<file path="src/design/bhm_pkg.sv">
// ----------------------------------------------------------------------------
// bhm_pkg
// field widths, operation and status codes, entry layout and the command and
// status groups between controller and datapath of the hash map
// ----------------------------------------------------------------------------
package bhm_pkg;

   localparam int FUNC_W   = 2;
   localparam int KEY_W    = 31;
   localparam int VALUE_W  = 31;
   localparam int FOUND_W  = 32;
   localparam int STATUS_W = 2;

   localparam logic [FUNC_W-1:0] FUNC_PUT    = 2'd0;
   localparam logic [FUNC_W-1:0] FUNC_GET    = 2'd1;
   localparam logic [FUNC_W-1:0] FUNC_REMOVE = 2'd2;

   localparam logic [STATUS_W-1:0] STATUS_OK      = 2'd0;
   localparam logic [STATUS_W-1:0] STATUS_MISSING = 2'd1;
   localparam logic [STATUS_W-1:0] STATUS_FULL    = 2'd2;

   localparam logic signed [FOUND_W-1:0] NONE_VALUE = '1;

   typedef struct packed {
      logic               valid;
      logic [KEY_W-1:0]   key;
      logic [VALUE_W-1:0] value;
   } entry_type;

   typedef struct packed {
      logic load;
      logic mod_step;
      logic rd_issue;
      logic exec;
      logic clr_step;
   } cmd_type;

   typedef struct packed {
      logic mod_fast;
      logic mod_done;
      logic clr_last;
   } sts_type;

endpackage

</file>
<file path="src/design/bhm_ctrl.sv">
// ----------------------------------------------------------------------------
// bhm_ctrl
// sequencer of the hash map: clearing pass, request intake, remainder
// steps, bucket read and compare/write-back
// ----------------------------------------------------------------------------
module bhm_ctrl (
   input  logic             clock,
   input  logic             reset,
   input  logic             start,
   input  bhm_pkg::sts_type sts,
   output bhm_pkg::cmd_type cmd,
   output logic             busy
);
   import bhm_pkg::*;

   typedef enum logic [3:0] {
      ST_CLEAR = 4'b0001,
      ST_IDLE  = 4'b0010,
      ST_MOD   = 4'b0100,
      ST_EXEC  = 4'b1000
   } state_type;

   state_type state_ff, state_in;

   always_comb begin
      state_in = state_ff;
      cmd      = '0;
      case (state_ff)
         ST_CLEAR: begin
            cmd.clr_step = 1'b1;
            if (sts.clr_last) begin
               state_in = ST_IDLE;
            end
         end
         ST_IDLE: begin
            if (start) begin
               cmd.load = 1'b1;
               if (sts.mod_fast) begin
                  cmd.rd_issue = 1'b1;
                  state_in     = ST_EXEC;
               end else begin
                  state_in = ST_MOD;
               end
            end
         end
         ST_MOD: begin
            if (sts.mod_done) begin
               cmd.rd_issue = 1'b1;
               state_in     = ST_EXEC;
            end else begin
               cmd.mod_step = 1'b1;
            end
         end
         ST_EXEC: begin
            cmd.exec = 1'b1;
            state_in = ST_IDLE;
         end
         default: begin
            state_in = ST_CLEAR;
         end
      endcase
   end

   always_ff @(posedge clock) begin
      if (reset) begin
         state_ff <= ST_CLEAR;
      end else begin
         state_ff <= state_in;
      end
   end

   assign busy = (state_ff != ST_IDLE);

endmodule

</file>
<file path="config.mk">
export PLATFORM = sky130hd
export DESIGN_NAME = bhm_ctrl
export DESIGN_NICKNAME = d
export VERILOG_FILES = /design/src/design/bhm_pkg.sv /design/src/design/bhm_ctrl.sv
export SDC_FILE = /design/constraint.sdc
export NUM_CORES = 1
export LEC_CHECK = 0
export BUFFER_PORTS_ARGS = -buffer_cell sky130_fd_sc_hd__buf_2
export CAP_MARGIN = 10
export CORE_AREA = 2 2 39 41
export CTS_BUF_LIST = sky130_fd_sc_hd__clkbuf_8
export DETAILED_ROUTE_END_ITERATION = 10
export DIE_AREA = 0 0 41 43
export SYNTH_ARGS = -nofsm -noshare
export SYNTH_HDL_FRONTEND = slang
export SYNTH_SLANG_ARGS = --single-unit
export TNS_END_PERCENT = 100
</file>
<file path="constraint.sdc">
create_clock -name clock -period 2 [get_ports clock]
set_clock_uncertainty 0.05 [all_clocks]
set_input_delay 0.2 -clock clock [delete_from_list [all_inputs] [get_ports clock]]
set_output_delay 0.2 -clock clock [all_outputs]
set_load 0.02 [all_outputs]
</file>
Word-level counts from Yosys, hierarchy flattened
Cells that the tools add are included.
{"block": "word_totals", "ff_bits": 4, "in_bits": 6, "out_inout_bits": 6, "wordCells": 25}
{"block": "op_classes", "n_eq_ne": 8, "muxes": 15, "n_reduce_logical": 1}
{"operator": "$mux 4", "count": 4}
{"operator": "$pmux 4 s4", "count": 1}
{"operator": "$mux 1", "count": 9}
{"operator": "$ne 2x2->1 const B", "count": 3}
{"operator": "$eq 4x1->1 const B", "count": 1}
{"operator": "$eq 4x2->1 const B", "count": 1}
{"operator": "$eq 4x3->1 const B", "count": 1}
{"operator": "$eq 4x4->1 const B", "count": 1}
{"operator": "$ne 4x2->1 const B", "count": 1}
{"operator": "$reduce_and 3->1", "count": 1}
{"operator": "$pmux 1 s2", "count": 1}

Longest topological paths before layout
Gate-level depths: netlist of the first run.
{"block": "depth", "ltp_word": 3, "ltp_mapped": 4, "ltp_nobuf": 3}

Least setup slack after synthesis of the first run
OpenSTA, ideal clock, no wires.
{"block": "synth_timing", "path_type": "register -> output", "startpoint": "register state_ff[0]", "endpoint": "output port cmd[0] in the netlist's numbering", "arrival_ns": 1.195, "required_time_ns": 1.750, "slack_ns": 0.555, "path_stages_with_launch": 3, "n_path_buf": 1, "cell_sequence": "dfxtp_1 -> buf_2 -> nor4b_1"}
{"item": "start, declared", "line_no": "bhm_ctrl.sv:23", "source": "state_type state_ff, state_in;"}
{"item": "start signal, assigned", "line_no": "bhm_ctrl.sv:68", "source": "state_ff <= state_in;"}
{"item": "end, declared", "line_no": "bhm_ctrl.sv:11", "source": "output bhm_pkg::cmd_type cmd,"}

==> flow_summary.json, run 1 <==
{
  "reg2reg_from": "state_ff[1]",
  "critPathKind": "flip-flop to output port",
  "ant_nets": 0,
  "ir_worst_vdd_mv": 0.504,
  "critical_path_buf_inv_count": 1,
  "cp_top_family": "flip-flops",
  "htreeDepth": 1,
  "final_common_cell": "buf_2",
  "setup_violations": 0,
  "drc": 0,
  "final_cell_area_um2": 370,
  "fin_ws_ns": 0.400,
  "cts_hold_buf": 0,
  "layout_common_cells": "buf_2 (11), dfxtp_1 (4), inv_1 (3), clkbuf_8 (3)",
  "cellPowerDensity_nw_per_um2": 778,
  "cpPeakStageDelay_ns": 0.44,
  "crit_slowest_cell": "dfxtp_1",
  "hp-start": "reset",
  "routed_wl_um": 536,
  "synth_top_area_share_pct": 30.9,
  "relSlewSlack_pct": 79.0,
  "synth_fp_nets": 35,
  "r2r_slack_ns": 0.80,
  "cp_data_arrival_time_ns": 1.35,
  "clk_latency_ns": 0.21,
  "grt_pass1_wl_um": 848,
  "placed_cell_area_um2": 329,
  "antenna_found_initial": 0,
  "synth-seq-area-share_pct": 30.9,
  "cts_tree": "built",
  "grt_pass1_vias": 216,
  "preCtsSetupSlack_ns": 0.615,
  "drtIter0Drc": 1,
  "r2r_cells": 3,
  "grt_max_degree": 11,
  "cts-resized-gates": 0,
  "largest-register": "state_ff",
  "r2r-end": "state_ff[3]",
  "largest_reg_flops": 4,
  "die_x_um": 41,
  "finalMaxSlewViolations": 0,
  "drive_gt1_share_pct": 42.9,
  "drt-vias-per-instance": 4.29,
  "cts_setup_buffers": 0,
  "grt_overflow": 0,
  "dp.cells": 55,
  "portBuffers": 11,
  "numCtsBuffers": 3,
  "worst_pin_slew_ns": 0.315,
  "cap_violations": 0,
  "start_util_pct": 18.7,
  "cp-end-kind": "output port",
  "synthTopCellsByArea": "dfxtp_1 (31%), nor4b_2 (12%), nor4b_1 (6.8%)",
  "core-area_um2": 1380,
  "path_cells": "nor4b_2 -> a32o_2 -> buf_2",
  "ys_seq_elements": 4,
  "ys_warn_count": 0,
  "syn_inst": 29,
  "area_growth_pct": 43.0,
  "cts_root_buf": "clkbuf_8",
  "fin_nets": 50,
  "tns_ns": 0,
  "startpoint_type": "flip-flop",
  "min_to": "state_ff[1]",
  "wire_per_inst_um": 9.24,
  "die_y_um": 43,
  "path_max_fanout": 8,
  "fin_cells": 58,
  "final_hold_viol_count": 0,
  "die-area_um2": 1760,
  "crit_required_ns": 1.75,
  "yosysUniqueCellTypes": 21,
  "synth_area_leader_cell": "dfxtp_1",
  "power_leakage_nw": 0.159,
  "num_vias": 249,
  "gp_congestion": 0.727,
  "syn_area_um2": 259,
  "fillers": 148,
  "max-clock-path-buffers": 2,
  "fin_crit_ns": 1.60,
  "min_path_cells": 2,
  "outcome": "finished clean",
  "dp_hpwl_um": 409,
  "hold_path_class": "primary input to flip-flop",
  "diodes": 0,
  "min_period_over_period_pct": 80.0,
  "io_pins": 12,
  "clkTransAtPathRegs_ns": 0.03,
  "std_cell_rows": 14,
  "avgSynthCellArea_um2": 8.93,
  "largest_registers": "state_ff (4)",
  "clkSinkCount": 4,
  "track_usage_pct": 7.43,
  "grt_setup_unrepaired": "no",
  "dr.pass1.iters": 3,
  "max_freq_mhz": 625
}
[cells in the mapped netlist]
cell / number
dfxtp_1: 4
buf_2: 1
a211oi_1: 1
or2_1: 1
o21ai_0: 1
and3b_1: 1
nor2b_1: 1
nand2b_1: 1
nor4b_1: 2
nor4b_2: 2
o311a_1: 1
inv_1: 3
a31oi_1: 1
a22o_1: 1
and2_2: 1
o21ai_1: 1
and2b_1: 1
nor2_1: 2
a32o_2: 1
nor3_1: 1
and2_1: 1
[cells by family (layout without fill, tap and decap cells)]
family	Yosys count	after routing	synth area share, %
AO/OA/AOI/OAI	7	7	20.8
buffers and inverters	4	17	6.28
flip-flops	4	4	30.9
AND/OR/NAND/NOR	14	14	42.0
[through the flow]
stage	hold slack [ns]	utilization, %	power (mW)
finish	0.137	26.8	0.288
global route	0.150	26.8	0.302
CTS	0.134	26.8	0.294
detailed placement	0.354	23.8	0.127
global placement	0.346	23.8	0.126
floorplan	0.223	-	0.114
[layer usage]
| layer | GRT usage (%) | share of wire (%) |
|---|---|---|
| met3 | 6.28 | 10 |
| met4 | 2.00 | 0 |
| met2 | 8.44 | 39 |
| met5 | 0 | 0 |
| met1 | 10.3 | 50 |
[area by class of cell]
cell class	instances	area, um2	area share [%]
timing repair buffer	11	55.1	14.9
clock buffer	3	41.3	11.1
sequential	4	80.1	21.6
multi-input combinational	21	163	43.9
tap	16	20.0	5.41
inverter	3	11.3	3.04
[how the worst max path moves through the flow]
stage	startpoint	to	cells past startpoint
2_1_floorplan	state_ff[0]	cmd[0]	2
3_3_place_gp	state_ff[3]	cmd[2]	3
3_5_place_dp	state_ff[1]	cmd[2]	3
4_1_cts	state_ff[1]	cmd[2]	3
5_1_grt	state_ff[1]	cmd[2]	3
6_report	state_ff[1]	cmd[2]	3
[where the power goes]
part | internal, mW | total, mW | switching (mW) | leakage (nW)
Clock | 0.128 | 0.163 | 0.0352 | 0.0216
Sequential | 0.0842 | 0.0926 | 0.00833 | 0.0327
Combinational | 0.0168 | 0.0327 | 0.0159 | 0.104
Total | 0.229 | 0.288 | 0.0594 | 0.159
Note: power is estimated with default switching activity, not from simulation.
==> run 2: changes to the inputs <==
ABC_AREA = 1   (was unset)
clock period = 1.4 ns   (was 2 ns; I/O delays follow)
==> run 2 against run 1 <==
Flip-flop and latch count unchanged. Critical endpoint is now state_ff[0]. Register-to-register slack lost 0.77 ns. Non-clock buffer count increased by 8. Clock power up 47%. Critical path type is now flip-flop to flip-flop. Combinational power rose to 5.0 times the previous value. Wire length increased by 41%. Highest routed layer is now met4. Worst setup slack got worse by 0.37 ns.
==> flow_summary.json, run 2 <==
{
  "dp_hpwl_um": 513,
  "power_leakage_nw": 0.282,
  "drt-vias-per-instance": 4.15,
  "num_vias": 340,
  "cellPowerDensity_nw_per_um2": 1100,
  "startpoint_type": "flip-flop",
  "synth-edff-count": 0,
  "htreeDepth": 1,
  "largest_reg_flops": 4,
  "die_x_um": 41,
  "grt_pass1_vias": 303,
  "synth_fp_nets": 50,
  "routed_wl_um": 758,
  "drive_gt1_share_pct": 62.1,
  "preCtsSetupSlack_ns": 0.165,
  "finalMaxSlewViolations": 0,
  "syn_area_um2": 307,
  "grt_overflow": 0,
  "synthFlopType": "dfxtp_1",
  "synth_area_leader_cell": "dfxtp_1",
  "layout_common_cells": "inv_1 (10), buf_2 (10), buf_4 (9), nand2_1 (6)",
  "largest_registers": "state_ff (4)",
  "tns_ns": 0,
  "synth-seq-area-share_pct": 26.1,
  "r2r_slack_ns": 0.03,
  "clkSinkCount": 4,
  "max-clock-path-buffers": 2,
  "track_usage_pct": 10.3,
  "cpMostUsedCell": "buf_4",
  "yosysMostFrequentCell": "inv_1",
  "yosysUniqueCellTypes": 14,
  "hold_path_class": "primary input to flip-flop",
  "grt_setup_unrepaired": "yes",
  "syn_inst": 44,
  "portBuffers": 11,
  "grt_max_degree": 6,
  "diodes": 0,
  "fin_cells": 82,
  "antenna_found_initial": 0,
  "fin_crit_ns": 1.37,
  "critPathKind": "flip-flop to flip-flop",
  "min_path_cells": 2,
  "gp_congestion": 0.714,
  "max_freq_mhz": 730,
  "path_max_fanout": 3,
  "numCtsBuffers": 3,
  "cp_data_arrival_time_ns": 1.48,
  "synth_commonest_cells": "inv_1 (11), nand2_1 (7), dfxtp_1 (4), nand3_1 (4), nor2_1 (4)",
  "io_pins": 12,
  "cap_violations": 0,
  "clkTransAtPathRegs_ns": 0.03,
  "min_to": "state_ff[2]",
  "largest-register": "state_ff",
  "relSlewSlack_pct": 88.1,
  "cp-end-kind": "flip-flop",
  "totalPowerFinal_mw": 0.555,
  "ant_nets": 0,
  "cts_tree": "built",
  "r2r_cells": 9,
  "whs_ns": 0.0679,
  "reg2reg_from": "state_ff[0]",
  "hp-start": "reset",
  "regArea_um2": 85.1,
  "async_reset_ff_share_pct": 0,
  "synth_top_area_share_pct": 26.1,
  "path_cells": "nor2_4 -> nor3b_4 -> buf_4 -> buf_4 -> buf_4 -> buf_4 -> nor2_1 -> nand2_1 -> nand2_1",
  "cts_hold_buf": 0,
  "fillers": 150,
  "clk_latency_ns": 0.22,
  "std_cell_rows": 14,
  "fin_ws_ns": 0.0310,
  "die_y_um": 43,
  "core-area_um2": 1380,
  "setup_violations": 0,
  "multiInputGateArea_um2": 195,
  "cts_root_buf": "clkbuf_8",
  "start_util_pct": 22.2,
  "dp.cells": 71,
  "cpPeakStageDelay_ns": 0.37,
  "area_growth_pct": 64.5,
  "final_hold_viol_count": 0,
  "drc": 0,
  "avgSynthCellArea_um2": 6.97,
  "min_period_over_period_pct": 97.8,
  "ys_warn_count": 0,
  "synthTopCellsByArea": "dfxtp_1 (26%), inv_1 (13%), nor2_4 (11%)",
  "crit_required_ns": 1.51,
  "die-area_um2": 1760,
  "crit_slowest_cell": "dfxtp_2",
  "outcome": "finished clean",
  "grt_pass1_wl_mm": 1.15,
  "ys_seq_elements": 4,
  "drtIter0Drc": 6,
  "dr.pass1.iters": 3,
  "r2r-end": "state_ff[0]",
  "worst_pin_slew_ns": 0.178,
  "ir_worst_vdd_mv": 0.432,
  "fin_nets": 74,
  "wire_per_inst_um": 9.24
}
[run 2: cell types whose count changed in the layout (fill, tap and decap cells not counted), moves of 4 or more]
cell,previous run,this run
nor2_4,0,4
nand3_1,0,4
dfxtp_2,0,4
nand2_1,0,6
dfxtp_1,4,0
inv_1,3,10
buf_4,0,9
[run 2: logic make-up after synthesis]
logic type      Yosys count  share of synthesized area [%]
compound gates            2                           5.72
buf+inv                  12                           14.7
flops                     4                           26.1
simple gates             26                           53.5
[run 2: how the worst max path moves through the flow]
stage	startpoint	to	slack, ns	cells past startpoint
2_1_floorplan	state_ff[1]	cmd[2]	0.30	4
3_3_place_gp	state_ff[1]	cmd[2]	0.18	5
3_5_place_dp	state_ff[1]	cmd[2]	0.17	5
4_1_cts	state_ff[0]	state_ff[0]	0.001	9
5_1_grt	state_ff[1]	state_ff[0]	-0.05	9
6_report	state_ff[0]	state_ff[0]	0.03	9
[run 2: power by group]
group          total (mW)  switching (mW)  internal, mW  leakage [nW]
registers           0.152          0.0209         0.131        0.0338
clock network       0.240          0.0571         0.183        0.0216
logic               0.163          0.0958        0.0671         0.226
total               0.555           0.174         0.381         0.282
[run 2: worst max-delay path, delay by kind of cell (launching register included)]
kind	cells	cell delay (ns)
buffers and inverters	4	0.49
and+or+nand+nor	5	0.41
DFF	1	0.37
[run 2: cell type report]
| class | count | area share, % |
|---|---|---|
| timing repair buffer | 19 | 23.3 |
| clock buffer | 3 | 8.19 |
| sequential | 4 | 16.9 |
| tap | 16 | 3.97 |
| inverter | 12 | 8.93 |
| multi-input combinational | 28 | 38.7 |
[run 2: repair_timing]
item,in CTS,in global routing
endpoints found under the setup margin,1,3
resized for setup,1,8
pin swaps,2,4
hold endpoints to repair,0,0
buffers inserted,6,2
[run 2: through the flow]
| stage | instance area, um2 | util (%) |
|---|---|---|
| after floorplan | 307 | - |
| after global routing | 504 | 36.4 |
| after detailed placement | 382 | 27.6 |
| after global placement | 382 | 27.6 |
| final | 504 | 36.4 |
| after CTS | 470 | 34.0 |
[run 2: routing by layer]
metal  GRT usage [%]  routed length, um
met5               0                  0
met4            10.0                 26
met2            13.8                355
met1            12.2                315
met3            3.14                 60
